File: src/rtl/mvnq_pkg.sv
// Shared types, codes and fixed-point helpers for the log density core.
`default_nettype none

package mvnq_pkg;

   // Action codes of an input transaction
   localparam logic [1:0] ACT_START  = 2'd0;
   localparam logic [1:0] ACT_VECTOR = 2'd1;
   localparam logic [1:0] ACT_MATRIX = 2'd2;

   // Register index (word address) of the dimension register
   localparam logic REG_DIMENSION = 1'b0;

   localparam logic signed [63:0] Q64_MAX = 64'sh7FFF_FFFF_FFFF_FFFF;
   localparam logic signed [63:0] Q64_MIN = 64'sh8000_0000_0000_0000;
   localparam logic signed [31:0] Q32_MAX = 32'sh7FFF_FFFF;
   localparam logic signed [31:0] Q32_MIN = 32'sh8000_0000;

   typedef enum logic [1:0] {
      CMD_START,
      CMD_STORE,
      CMD_ENTRY
   } cmd_kind_type;

   typedef struct packed {
      cmd_kind_type       kind;
      logic [3:0]         index;
      logic signed [31:0] data;
   } cmd_type;

   typedef enum logic [3:0] {
      BK_IDLE,
      BK_READ,
      BK_MUL,
      BK_ACC,
      BK_RND,
      BK_SQR,
      BK_DISC,
      BK_RES,
      BK_FIN
   } back_state_type;

   typedef struct packed {
      logic idle;
      logic finishing;
   } back_stat_type;

   // a - b saturated to signed 32 bits
   function automatic logic signed [31:0] sat_sub32(input logic signed [31:0] a,
                                                    input logic signed [31:0] b);
      logic [32:0] d;
      d = {a[31], a} - {b[31], b};
      if (d[32] != d[31]) begin
         sat_sub32 = d[32] ? Q32_MIN : Q32_MAX;
      end else begin
         sat_sub32 = d[31:0];
      end
   endfunction

   // a + b saturated to signed 64 bits
   function automatic logic signed [63:0] add_sat64(input logic signed [63:0] a,
                                                    input logic signed [63:0] b);
      logic [64:0] s;
      s = {a[63], a} + {b[63], b};
      if (s[64] != s[63]) begin
         add_sat64 = s[64] ? Q64_MIN : Q64_MAX;
      end else begin
         add_sat64 = s[63:0];
      end
   endfunction

   // Q32.32 to Q16.16, round half up, saturated
   function automatic logic signed [31:0] round_q16(input logic signed [63:0] v);
      logic [48:0] q;
      q = {v[63], v[63:16]} + {48'd0, v[15]};
      if (q[48:31] != {18{q[48]}}) begin
         round_q16 = q[48] ? Q32_MIN : Q32_MAX;
      end else begin
         round_q16 = q[31:0];
      end
   endfunction

endpackage

`default_nettype wire

File: src/rtl/mvnq_fifo.sv
// Two-entry command queue between front end and back end.
`default_nettype none

module mvnq_fifo (
   input  logic              clock,
   input  logic              reset,
   input  logic              push,
   input  mvnq_pkg::cmd_type push_cmd,
   input  logic              pop,
   output mvnq_pkg::cmd_type pop_cmd,
   output logic              full,
   output logic              empty
);

   mvnq_pkg::cmd_type slot_ff [2];
   logic              wr_ptr_ff;
   logic              wr_ptr_in;
   logic              rd_ptr_ff;
   logic              rd_ptr_in;
   logic [1:0]        count_ff;
   logic [1:0]        count_in;

   assign full    = (count_ff == 2'd2);
   assign empty   = (count_ff == 2'd0);
   assign pop_cmd = slot_ff[rd_ptr_ff];

   always_comb begin
      wr_ptr_in = push ? ~wr_ptr_ff : wr_ptr_ff;
      rd_ptr_in = pop ? ~rd_ptr_ff : rd_ptr_ff;
      count_in  = count_ff + {1'b0, push} - {1'b0, pop};
   end

   always_ff @(posedge clock) begin
      if (reset) begin
         wr_ptr_ff <= 1'b0;
         rd_ptr_ff <= 1'b0;
         count_ff  <= 2'd0;
      end else begin
         wr_ptr_ff <= wr_ptr_in;
         rd_ptr_ff <= rd_ptr_in;
         count_ff  <= count_in;
      end
   end

   always_ff @(posedge clock) begin
      if (push) begin
         slot_ff[wr_ptr_ff] <= push_cmd;
      end
   end

endmodule

`default_nettype wire

File: config.mk
export PLATFORM = sky130hd
export DESIGN_NAME = mvnq_fifo
export DESIGN_NICKNAME = d
export VERILOG_FILES = /design/src/rtl/mvnq_pkg.sv /design/src/rtl/mvnq_fifo.sv
export SDC_FILE = /design/constraint.sdc
export NUM_CORES = 1
export LEC_CHECK = 0
export ABC_CLOCK_PERIOD_IN_PS = 6300
export BUFFER_PORTS_ARGS = -buffer_cell sky130_fd_sc_hd__buf_2
export CAP_MARGIN = 10
export CORE_UTILIZATION = 55
export CTS_CLUSTER_DIAMETER = 200
export DETAILED_ROUTE_END_ITERATION = 6
export GPL_ROUTABILITY_DRIVEN = 1
export PLACE_DENSITY = 0.83
export SLEW_MARGIN = 20
export SYNTH_ARGS = -nofsm -noshare
export SYNTH_HDL_FRONTEND = slang
export SYNTH_SLANG_ARGS = --single-unit
File: constraint.sdc
create_clock -name clock -period 6.3 [get_ports clock]
set_input_delay 0.63 -clock clock [delete_from_list [all_inputs] [get_ports clock]]
set_output_delay 0.63 -clock clock [all_outputs]
set_load 0.05 [all_outputs]
* Yosys cells after proc, flatten, opt, wreduce, memory -nomap -nowiden
Memories as Yosys holds them, arrays and structs flattened. A register that Yosys moved wholly into a read port is not among the register bits. Index checks and enable logic that the tools add are counted.
Storage, ports and cells: bits in writable memories 76, memories 1, flip-flop bits (word level) 4, output and inout bits 40, word-level logic and storage cells 14, bits of input ports 42
Cells by class: bitwise logic cells 2, add/subtract/negate cells 2, eq/ne operators 1, reduce and logical (&&, ||, !) cells 1, multiplexer cells 4
Memory list:
- slot_ff | depth 2, width 38, read ports 1, clocked after Yosys merged registers in 1, write ports 1, line mvnq_fifo.sv:15 | mvnq_pkg::cmd_type slot_ff [2];
Operator list (count):
- 1-bit 2-to-1 mux | 4
- 2-bit by 1-bit adder with 2-bit output | 1
- 2-bit equality test (second input constant) | 1
- 2-bit zero test | 1
- 1-bit NOT | 2
- 2-bit by 1-bit subtractor with 2-bit output | 1

* Longest topological paths before layout
depth in word-level cells 3, mapped depth 6, mapped depth without buffers 6

* Least setup slack after synthesis
No wires, ideal clock.
kind input to register, start in push, end mem slot_ff[0][0] (netlist bit), enable pin, required time 5.862 ns, arrival time 2.334 ns, path buffers 0, setup time 0.438 ns, setup slack 3.528 ns, stages 1, cell sequence nor2b_1
Between the ends: word-level cells in the longest chain between the ends 2
Ends and longest elaborated chain:
- start: declaration | line mvnq_fifo.sv:7 | input logic push,
- 1-bit 2-to-1 mux | line mvnq_fifo.sv:46 | if (push) begin
- 1-bit 2-to-1 mux (implied by the code) | line mvnq_fifo.sv:47 | slot_ff[wr_ptr_ff] <= push_cmd;
- end: declaration | line mvnq_fifo.sv:15
No other way between the ends.

==> summary.txt <==
Synth
  • Adder-Cell Fraction of Synth Area: 0.8230%
  • Area of the mapped netlist: 3040 um^2
  • Post-synthesis simple-gate area fraction: 1.440%
  • Synth Register Bits: 81
  • Syn_nets: between 150 and 200
  • Register area share after synthesis: 78.35%
  • Mapped Cells: between 100 and 150
  • Largest family of logic cells by synthesized area: multiplexers
  • Synth unique cells: 13
  • Warnings, synthesis: 0
  • Compound-Gate Fraction of Synth Area: 0%
  • Mux contribution to synthesized area: 16.54%
  • Synth Area in XOR/XNOR: 1.317%
  • Avg Cell Area, Syn: 21.87 um^2

Clocking
  • # resized after CTS: 0
  • Setup bufs post-CTS: 0
  • CTS Root Cell: clkbuf_8
  • Worst-path clk slew: 80 ps
  • Maximum clock path buffer count: 2
  • Cts bufs inserted: 9
  • CTS tree: done
  • CTS H-tree lvls: 3
  • CTS sink count: 81
  • Hold_buf cts: 0
  • Clk_lat worst skew: 340 ps

Cells and area
  • Final nets: 271
  • Share of cells above drive strength 1: between 50% and 60%
  • # diodes: 0
  • Fin util: 71.30%
  • Area Growth Syn to Fin: 22.06%
  • # fillers: around 350

Route
  • Pre-antenna DRT Iters: 4
  • Vias: 1,508
  • Drt via density: 4.993
  • DRC violations left: 0
  • Drt total wl: 4380 um
  • 1st-iter DRT viols: 60
  • Final ANT Viol Nets: 0
  • Avg WL per Cell: around 15 um

Setup path
  • CP required: 5670 ps
  • Crit path DAT: 2020 ps
  • CP Capture Type: output pin
  • Crit Path Class: flip-flop to output pin
  • Worst Setup Start Kind: flip-flop
  • Max FO, Critical Path: 38

Pwr
  • P_leak: 1.459 nW
  • Max VDD drop: roughly 220 uV
  • PD cells: ~340 nW/um^2

STA
  • Final number of hold-violating endpoints: 0
  • Max-slew headroom: 28.25%
  • Fmax: 0.3779 GHz
  • Skew final: 3.794 ps
  • Fin. max-slew vios: 0
  • RSZ-0062 raised after global routing: no
  • Setup ws final: 3654 ps
  • Slew of the pin with the lowest slew margin: between 1000 and 1500 ps
  • Period utilization: a little over two fifths
  • Setup violators final: 0
  • Setup TNS: 0 ps
  • Fin crit period: 2646 ps

Outcome
  • Outcome: finished, final reports clean

GRT
  • Vias in the first global route: 1,454
  • First-pass GRT wire length: 6624 um
  • Total grt overflow: 0
  • Total track usage: 15.86%
  • Initial antenna violation count: 0
  • Largest net degree at the start of global routing: 39

Floorplan
  • I/O pin count: 82
  • Core ar.: 5205 um^2
  • Die H: 76.35 um
  • Die Area: slightly below 6000 um^2
  • Initial Util: about three fifths
  • Site Rows: 26
  • Die width: approximately 76 um

Run
  • Max_cap viols: 0

Worst hold path
  • HP Class: input port to flip-flop

Placed design
  • Place WS: 3948 ps
  • Port bufs: slightly above 80
  • GPL Wtd Cong: 0.6675
  • Detailed Place HPWL: 2785 um
power by group:
group / leakage, nW / switching (mW) / total [mW] / internal [mW]
Sequential: 0.755 / 0.0209 / 0.648 / 0.628
Combinational: 0.602 / 0.152 / 0.228 / 0.0761
Clock: 0.103 / 0.173 / 0.377 / 0.205
Total: 1.46 / 0.345 / 1.25 / 0.908
metrics by stage:
stage	power (mW)	hold WS [ps]	cells	area, um^2
6_report	1.254	473.7	302	3711
5_1_grt	1.297	451.7	302	3711
4_1_cts	1.267	451.3	302	3711
3_5_place_dp	0.8916	504.8	286	3505
3_3_place_gp	0.8873	493.1	286	3505
2_1_floorplan	0.8393	479.9	139	3040
cell families (layout without fill, tap and decap cells):
logic type	after synthesis	count (layout)
buffers and inverters	6	99
adders and majority gates	2	2
and+or+nand+nor	9	9
muxes	38	38
xor gates and xnor gates	3	3
DFF	81	81
critical path, cell delays in order (launching register included):
cell	delay (ps)
dfxtp_2	1030
mux2_2	420
buf_2	210
layout make-up:
class                           count  area [um^2]  area share [%]
Sequential cell                    81         2384           64.23
Multi-Input combinational cell     52        620.6           16.72
Timing Repair Buffer               81        405.4           10.92
Clock buffer                       12        155.1           4.181
Tap cell                           70        87.58           2.360
Clock inverter                      4        51.30           1.382
Inverter                            2        7.507          0.2023
cells in the final DEF (no fill, tap or decap):
| master | Yosys | final |
|---|---|---|
| and2_2 | 0 | 1 |
| mux2_4 | 20 | 20 |
| nor2b_1 | 3 | 2 |
| clkinvlp_4 | 0 | 1 |
| dfxtp_1 | 5 | 4 |
| dfxtp_2 | 0 | 1 |
| inv_1 | 2 | 2 |
| nor2_1 | 5 | 5 |
| buf_2 | 1 | 81 |
| mux2_2 | 18 | 18 |
| xnor3_1 | 1 | 1 |
| xnor2_1 | 2 | 2 |
| ha_1 | 2 | 2 |
| clkinv_2 | 0 | 1 |
| clkinv_4 | 0 | 1 |
| clkbuf_1 | 0 | 1 |
| nor2b_4 | 0 | 1 |
| bufinv_16 | 0 | 1 |
| clkbuf_8 | 0 | 11 |
| edfxtp_1 | 76 | 76 |
Yosys cell counts, drive strengths merged:
library cell,number,area share [%]
and2,1,0.21
buf,4,1.3
dfxtp,5,3.3
edfxtp,76,75
ha,2,0.82
inv,2,0.25
mux2,38,17
nor2,5,0.62
nor2b,3,0.62
xnor2,2,0.58
xnor3,1,0.74
worst paths after layout:
| check | startpoint | endpoint | slack (ps) | cells past startpoint |
|---|---|---|---|---|
| hold reg to reg | rd_ptr_ff | flip-flop | 530 | 2 |
| setup reg to reg | wr_ptr_ff | slot_ff[0][33] | 4700 | 1 |
| setup / recovery | flip-flop | pop_cmd[13] | 3650 | 2 |
| hold / removal | push_cmd[23] | slot_ff[1][23] | 470 | 1 |
routing by layer:
| layer | vias up | wire (um) | global-route usage (%) |
|---|---|---|---|
| li1 | 715 | - | - |
| met1 | 727 | 1865 | 18.33 |
| met2 | 58 | 2188 | 25.32 |
| met3 | 8 | 237 | 4.910 |
| met4 | 0 | 88 | 10.96 |
| met5 | - | 0 | 0 |
state kept, by name (all words and copies together) (netlist names), named ones only:
name       cells
slot_ff       76
count_ff       2
rd_ptr_ff      1
wr_ptr_ff      1
(Power assumes the default switching activity.)
