$ cat config.mk
export PLATFORM = sky130hd
export DESIGN_NAME = mvnq_front
export DESIGN_NICKNAME = d
export VERILOG_FILES = /design/src/rtl/mvnq_pkg.sv /design/src/rtl/mvnq_front.sv
export SDC_FILE = /design/constraint.sdc
export NUM_CORES = 1
export LEC_CHECK = 0
export CORE_MARGIN = 2
export CORE_UTILIZATION = 60
export DETAILED_ROUTE_END_ITERATION = 8
export DONT_BUFFER_PORTS = 1
export MAX_ROUTING_LAYER = met4
export PLACE_DENSITY = 0.83
export SYNTH_ARGS = -nofsm -noshare
export SYNTH_HDL_FRONTEND = slang
export SYNTH_SLANG_ARGS = --single-unit
$ cat constraint.sdc
create_clock -name vclk -period 9.6
set_input_delay 1.92 -clock vclk [all_inputs]
set_output_delay 1.92 -clock vclk [all_outputs]
set_load 0.1 [all_outputs]
$ cat src/rtl/mvnq_pkg.sv
// Shared types, codes and fixed-point helpers for the log density core.
`default_nettype none

package mvnq_pkg;

   // Action codes of an input transaction
   localparam logic [1:0] ACT_START  = 2'd0;
   localparam logic [1:0] ACT_VECTOR = 2'd1;
   localparam logic [1:0] ACT_MATRIX = 2'd2;

   // Register index (word address) of the dimension register
   localparam logic REG_DIMENSION = 1'b0;

   localparam logic signed [63:0] Q64_MAX = 64'sh7FFF_FFFF_FFFF_FFFF;
   localparam logic signed [63:0] Q64_MIN = 64'sh8000_0000_0000_0000;
   localparam logic signed [31:0] Q32_MAX = 32'sh7FFF_FFFF;
   localparam logic signed [31:0] Q32_MIN = 32'sh8000_0000;

   typedef enum logic [1:0] {
      CMD_START,
      CMD_STORE,
      CMD_ENTRY
   } cmd_kind_type;

   typedef struct packed {
      cmd_kind_type       kind;
      logic [3:0]         index;
      logic signed [31:0] data;
   } cmd_type;

   typedef enum logic [3:0] {
      BK_IDLE,
      BK_READ,
      BK_MUL,
      BK_ACC,
      BK_RND,
      BK_SQR,
      BK_DISC,
      BK_RES,
      BK_FIN
   } back_state_type;

   typedef struct packed {
      logic idle;
      logic finishing;
   } back_stat_type;

   // a - b saturated to signed 32 bits
   function automatic logic signed [31:0] sat_sub32(input logic signed [31:0] a,
                                                    input logic signed [31:0] b);
      logic [32:0] d;
      d = {a[31], a} - {b[31], b};
      if (d[32] != d[31]) begin
         sat_sub32 = d[32] ? Q32_MIN : Q32_MAX;
      end else begin
         sat_sub32 = d[31:0];
      end
   endfunction

   // a + b saturated to signed 64 bits
   function automatic logic signed [63:0] add_sat64(input logic signed [63:0] a,
                                                    input logic signed [63:0] b);
      logic [64:0] s;
      s = {a[63], a} + {b[63], b};
      if (s[64] != s[63]) begin
         add_sat64 = s[64] ? Q64_MIN : Q64_MAX;
      end else begin
         add_sat64 = s[63:0];
      end
   endfunction

   // Q32.32 to Q16.16, round half up, saturated
   function automatic logic signed [31:0] round_q16(input logic signed [63:0] v);
      logic [48:0] q;
      q = {v[63], v[63:16]} + {48'd0, v[15]};
      if (q[48:31] != {18{q[48]}}) begin
         round_q16 = q[48] ? Q32_MIN : Q32_MAX;
      end else begin
         round_q16 = q[31:0];
      end
   endfunction

endpackage

`default_nettype wire

$ cat src/rtl/mvnq_front.sv
// Front end: accepts input transactions, drops ignored ones, forms queue commands.
`default_nettype none

module mvnq_front #(
   parameter int MAX_DIM = 16
) (
   input  logic                  req_valid,
   output logic                  req_ready,
   input  logic [1:0]            req_action,
   input  logic [3:0]            req_index,
   input  logic signed [31:0]    req_x_value,
   input  logic signed [31:0]    req_mu_value,
   input  logic signed [31:0]    req_entry_value,
   input  logic signed [31:0]    req_offset_value,
   input  logic                  q_full,
   output logic                  q_push,
   output mvnq_pkg::cmd_type     q_cmd
);

   logic keep;

   assign req_ready = !q_full;

   always_comb begin
      keep         = 1'b0;
      q_cmd.kind   = mvnq_pkg::CMD_START;
      q_cmd.index  = req_index;
      q_cmd.data   = req_offset_value;
      case (req_action)
         mvnq_pkg::ACT_START: begin
            keep = 1'b1;
         end
         mvnq_pkg::ACT_VECTOR: begin
            // indexes past the store are dropped
            keep       = (7'(req_index) < 7'(MAX_DIM));
            q_cmd.kind = mvnq_pkg::CMD_STORE;
            q_cmd.data = mvnq_pkg::sat_sub32(req_x_value, req_mu_value);
         end
         mvnq_pkg::ACT_MATRIX: begin
            keep       = 1'b1;
            q_cmd.kind = mvnq_pkg::CMD_ENTRY;
            q_cmd.data = req_entry_value;
         end
         default: begin
            keep = 1'b0;
         end
      endcase
   end

   assign q_push = req_valid && !q_full && keep;

endmodule

`default_nettype wire

# Yosys cells after proc, flatten, opt, wreduce, memory -nomap -nowiden
# Index checks and enable logic that the tools add are counted.
# classes
addsub	1
multipliers	0
div	0
n_lt_le_gt_ge	0
n_eq_ne	3
n_shift	0
n_mux	5
n_bitwise	0
reduce_logical	5
# op_table
op	count
two-way mux 32 bit	2
case mux 32 bit (2 select lines)	1
subtractor 32 x 32 -> 33 bit	1
case mux 2 bit (2 select lines)	1
OR reduction 3 bit	1
equality test 2 x 1 -> 1 bit (second input constant)	1
equality test 2 bit (second input constant)	1
logical AND 1 bit	2
zero test 2 bit	1
zero test 1 bit	1
two-way mux 1 bit	1
inequality test 1 bit	1
# totals
regBits	0
latchBits	0
ram_bits	0
mem_bits_ro	0
output_inout_bits	40
wordCells	14
memories	0

# Logic depth before layout (Yosys ltp)
# Gate-level depths: netlist (run 1).
# depth
depth_word	4
depth_mapped	14
depth_no_buf	12

# Least setup slack after synthesis (run 1)
# Ideal clock, no wire load.
# synth_path
kind	input-to-output
from	input req_x_value[0]
to	output q_cmd[26] in the netlist's numbering
arrival_time_ns	5.989
required_time_ns	7.680
slack_ns	1.691
path_stages	12
path_buffers	0
cell_sequence	inv_1 -> ha_1 -> fa_1 -> nand2b_1 -> a21oi_1 -> o211ai_1 -> a21oi_1 -> o21ai_0 -> o311ai_0 -> xor2_1 -> nor2_1 -> o21ai_0
# synth_rtl
item	line	text
from (decl)	mvnq_front.sv:11	input logic signed [31:0] req_x_value,
to (decl)	mvnq_front.sv:17	output mvnq_pkg::cmd_type q_cmd

==> results.cfg, run 1 <==
[power]
pwr_density_cell_mw_per_mm2 = 130
static-leakage-power_nw = 1.32
pwr-share-clk_pct = 0
finalPower_mw = 0.407
combinationalPowerShare_pct = 100.0
sequentialPowerShare_pct = 0
p_int_mw = 0.0890
power.switching_mw = 0.318
sw_frac_of_total_pct = 78.1
vdd_ir_drop_max_v = 0.0000602

[sta]
setup_ws_ns = 1.76
rsz0062_at_grt = no
setup_violations = 0
setup-tns-final_ns = 0
worstMarginPinSlew_ns = 1.26
relSlewSlack_pct = 16.0
slew_violations = 0
fin_hold_ws_ns = 3.84
max_freq_mhz = 128
period_share_pct = 81.6
hold_viol_final = 0
min_period_ns = 7.84

[layout]
multiInputGateArea_mm2 = 0.00280
nNetsFinal = 624
drive_above_1_share_pct = 14.9
diodes = 0
final_cell_count_no_fill = 519
fin_util_pct = 62.0
syn2layout_area_growth_pct = 0.970
nFlopsAndLatches = 0
n_fill_cell = 489
stdcell_area_mm2 = 0.00313
clkbuf_count = 0
regArea_um2 = 0

[setup_path]
critical_path_class = in -> out
path_cells = inv_1 -> ha_1 -> fa_1 -> nand2b_1 -> a21oi_1 -> o211ai_1 -> nand2_1 -> a211oi_2 -> xor2_4 -> o21ai_0 -> a21oi_2
arrival_ns = 5.92
crit_path_start_kind = primary input
end_kind = output port
cp_max_fo = 31
worst_path_max_delay_cell = a21oi_2
cp_num_buf_inv = 1
cpPeakStageDelay_ns = 0.96
critical_path.top_delay_family = compound AO/OA/AOI/OAI gates
worstPathRequired_ns = 7.68

[synth]
synth_fp_nets = 648
yosys_warnings = 0
ys_top_cells_by_count = a21oi_1, inv_1, ha_1, nor2b_1, o21ai_0
postSynthCellCount = 475
post-synth-top-count-cell = a21oi_1
synth_top_area_share_pct = 14.5
yosysSeqAreaShare_pct = 0
synthTopCellsByArea = ha_1, a21oi_1, nor2b_1
synth_cell_types = 57
synth.cell_area_mm2 = 0.00310
synth_largest_area_cell = ha_1
syn_avg_cell_area_um2 = 6.52

[placed_design]
place_ws_ns = 1.84
gp_congestion = 1.02
hpwl_mm = 7.58
dpl_cell_area_mm2 = 0.00313
place_inst = 519
numPortBuffers = 0

[floorplan]
start_util_pct = 61.4
core_mm2 = 0.00504
ios = 176
dieArea_mm2 = 0.00575
fp.dieW_um = 75.8
floorplan.die.height_um = 75.8
rows = 26

[global_route]
grt_overflow_total = 0
grt_first_pass_wirelength_mm = 13.2
antenna_found_initial = 0
grt_pass1_vias = 2833
grt_usage_pct = 29.1
grt_max_degree = 55

[route]
ant_nets = 0
drc_errors = 0
routed_wl_mm = 9.03
vias = 3365
wire_per_inst_um = 17.4
viasPerCell = 6.48
dr.pass1.iters = 5
drt_iter0_drc = 198

[job]
max_cap_violations = 0

[min_path]
min_path_type = in -> out

[cts]
ctsResizeCount = 0
cts_setup_buffers = 0
postCtsHoldBufs = 0

[run_status]
status = complete, no violations
## placed cells by master, fill, tap and decap left out, types with 4 or more instances in the layout
cell type   n
a21o_1      9
a21oi_1    68
a21oi_2    30
ha_1       36
inv_1      53
nand2_1    26
nand2b_1    4
nand3_1     9
nand4_1     7
nor2_1     26
nor2b_1    35
nor3_1      7
o211ai_1    6
o21ai_0    27
o21ai_2    23
xnor2_1    15
xor2_1     11
## cell families (layout without fill, tap and decap cells)
family | Yosys count | count (layout) | share of synthesized area (%)
compound gates | 197 | 197 | 41.9
buf+inv | 82 | 56 | 12.2
xor+xnor | 27 | 27 | 7.64
mux | 1 | 1 | 0.323
fa+ha+maj | 37 | 37 | 15.2
simple gates | 131 | 131 | 22.8
## power by group through the flow
| stage | Sequential (mW) | Clock [mW] | Combinational (mW) |
|---|---|---|---|
| after floorplan | 0 | 0 | 0.364 |
| after global placement | 0 | 0 | 0.400 |
| after detailed placement | 0 | 0 | 0.403 |
| after CTS | 0 | 0 | 0.404 |
| after global routing | 0 | 0 | 0.430 |
| final | 0 | 0 | 0.407 |
## final cells by class
| cell class | count | share of cell area, % |
|---|---|---|
| multi-input cells | 393 | 89.6 |
| well taps | 70 | 2.80 |
| repair buffers | 3 | 1.28 |
| inverters | 53 | 6.36 |
## per-layer routing
layer  up-vias  wire [um]  GRT usage [%]
met5         -          0              -
met4         0        136           3.90
met3        12        706           1.59
met2       172       4360           50.8
met1      1549       3830           37.9
li1       1632          -              -
## worst paths after layout
check | startpoint | end | slack, ns | cells past startpoint
worst max-delay path | req_x_value[0] | q_cmd[2] | 1.76 | 11
worst min-delay path | req_index[0] | q_cmd[32] | 3.84 | 0
(Power assumes the default switching activity.)
==> run 2, diff against run 1 <==
--- a/config.mk
+++ b/config.mk
@@ -5,12 +5,13 @@
 export SDC_FILE = /design/constraint.sdc
 export NUM_CORES = 1
 export LEC_CHECK = 0
+export ABC_AREA = 1
 export CORE_MARGIN = 2
 export CORE_UTILIZATION = 60
 export DETAILED_ROUTE_END_ITERATION = 8
 export DONT_BUFFER_PORTS = 1
 export MAX_ROUTING_LAYER = met4
-export PLACE_DENSITY = 0.83
+export PLACE_DENSITY = 0.86
 export SYNTH_ARGS = -nofsm -noshare
 export SYNTH_HDL_FRONTEND = slang
 export SYNTH_SLANG_ARGS = --single-unit
==> constraint.sdc (replaced) <==
create_clock -name vclk -period 6.95
set_input_delay 1.39 -clock vclk [all_inputs]
set_output_delay 1.39 -clock vclk [all_outputs]
set_load 0.1 [all_outputs]
==> run 2 against run 1 <==
Count of clock-buffer cells in the layout stayed put. Power increased by 51%. Worst hold slack got worse by 1.1 ns. Flip-flop and latch count did not move. Final area grew 17%. Combinational power up 50%. Die area is 13% higher. Via count rose by 24%. Synthesized cell count increased by 41%.
==> results.cfg, run 2 <==
[setup_path]
cp_num_buf_inv = 3
cp_max_fo = 31
startpoint = req_x_value[0]
arrival_ns = 4.24
critical_path_class = in -> out
worst_path_max_delay_cell = nand2_1
end_kind = output port
crit_path_start_kind = primary input
cpPeakStageDelay_ns = 0.53
path_common_cell = nand2_1
path_cells = inv_1 -> ha_1 -> fa_1 -> inv_1 -> nand2_1 -> nand2_1 -> nand3_1 -> nand2_2 -> nand2_1 -> nand2_2 -> nand2_2 -> nand2_1 -> nand2_1 -> nand2_1 -> nand2_1 -> nand3_1 -> nand2_1 -> a21oi_2 -> buf_4
critical_path.top_delay_family = simple AND/OR/NAND/NOR gates
worstPathRequired_ns = 5.56

[placed_design]
numPortBuffers = 0
hpwl_mm = 9.10
gp_congestion = 0.888
place_inst = 753

[layout]
regArea_um2 = 0
diodes = 0
syn2layout_area_growth_pct = 3.99
drive_above_1_share_pct = 12.6
final_common_cell = nand2_1
clkbuf_count = 0
nFlopsAndLatches = 0
nNetsFinal = 856
n_fill_cell = 568
layout.cells.most_common_list = nand2_1, inv_1, nor2_1
multiInputGateArea_mm2 = 0.00289
final_cell_count_no_fill = 753

[route]
drc_errors = 0
vias = 4158
drt_iter0_drc = 189
routed_wl_mm = 10.4
viasPerCell = 5.52
dr.pass1.iters = 6
ant_nets = 0
wire_per_inst_um = 13.8

[synth]
yosys_warnings = 0
synth_largest_area_cell = nand2_1
synth_fp_nets = 844
postSynthCellCount = 671
synth_cell_types = 31
synth.cell_area_mm2 = 0.00351
post-synth-top-count-cell = nand2_1
synthTopCellsByArea = nand2_1, ha_1, inv_1
yosysSeqAreaShare_pct = 0
syn_avg_cell_area_um2 = 5.23
synth_top_area_share_pct = 23.9
ys_top_cells_by_count = nand2_1, inv_1, nor2_1, a21oi_1, nand3_1

[sta]
min_period_ns = 5.63
slew_violations = 0
period_share_pct = 81.0
worstMarginPinSlew_ns = 1.08
relSlewSlack_pct = 28.1
max_freq_mhz = 178
setup_violations = 0
hold_viol_final = 0
rsz0062_at_grt = no
setup-tns-final_ns = 0

[global_route]
grt_usage_pct = 31.7
grt_max_degree = 34
grt_overflow_total = 0
antenna_found_initial = 0
grt_pass1_vias = 3666
grt_first_pass_wirelength_mm = 16.4

[cts]
postCtsHoldBufs = 0
cts_setup_buffers = 0
ctsResizeCount = 0

[floorplan]
dieArea_mm2 = 0.00648
core_mm2 = 0.00557
start_util_pct = 63.0
fp.dieW_um = 80.5
rows = 27
floorplan.die.height_um = 80.5
ios = 176

[power]
pwr_density_cell_mw_per_mm2 = 168
static-leakage-power_nw = 2.13
vdd_ir_drop_max_v = 0.000134

[min_path]
min_path_type = in -> out
min_from = req_index[0]

[run_status]
status = complete, no violations

[job]
max_cap_violations = 0
==> run 2: cell types whose count changed in the layout (fill, tap and decap cells not counted), moves of 31 or more <==
cell     delta
nor2_1     +45
inv_1      +58
nand3_1    +37
nand2_1   +198
nor2b_1    -35
buf_4      +31
==> run 2: kinds of logic (layout without fill, tap and decap cells) <==
kind of cell | after synthesis | in the layout | share of synthesized area [%]
XOR/XNOR | 16 | 16 | 3.99
adder cells (fa/ha/maj) | 37 | 37 | 13.4
AND/OR/NAND/NOR | 376 | 376 | 44.6
buffers and inverters | 135 | 145 | 17.9
AO/OA/AOI/OAI | 107 | 107 | 20.1
==> run 2: path summary, 6_finish.rpt <==
check / end / slack, ns / cells past startpoint
max: q_cmd[12] / 1.32 / 19
min: q_cmd[32] / 2.78 / 0
==> run 2: routing by layer <==
layer | share of wire (%) | up-vias | track usage (%)
met2 | 46 | 204 | 55.4
met5 | 0 | - | -
met1 | 45 | 1809 | 40.3
met3 | 7.4 | 22 | 2.36
met4 | 1.7 | 0 | 5.76
li1 | - | 2123 | -
==> run 2: metrics by stage <==
stage / worst slack, ns / hold WS (ns) / utilization [%] / power (mW) / cell area, um^2
2_1_floorplan: 1.12 / 2.99 / - / 0.523 / 3510
3_3_place_gp: 1.44 / 2.78 / 65.5 / 0.601 / 3650
3_5_place_dp: 1.36 / 2.78 / 65.5 / 0.606 / 3650
4_1_cts: 1.35 / 2.78 / 65.5 / 0.608 / 3650
5_1_grt: 1.03 / 2.78 / 65.5 / 0.657 / 3650
6_report: 1.32 / 2.78 / 65.5 / 0.612 / 3650
==> run 2: area by class of cell <==
class              instances  share of cell area [%]
multi-input cells        536                    79.2
inverters                112                    11.5
repair buffers            33                    6.78
well taps                 72                    2.47
==> run 2: power breakdown <==
group	internal (mW)	leakage (nW)	total [mW]	switching, mW
sequential	0	0	0	0
combinational	0.159	2.13	0.612	0.453
clock	0	0	0	0
total	0.159	2.13	0.612	0.453
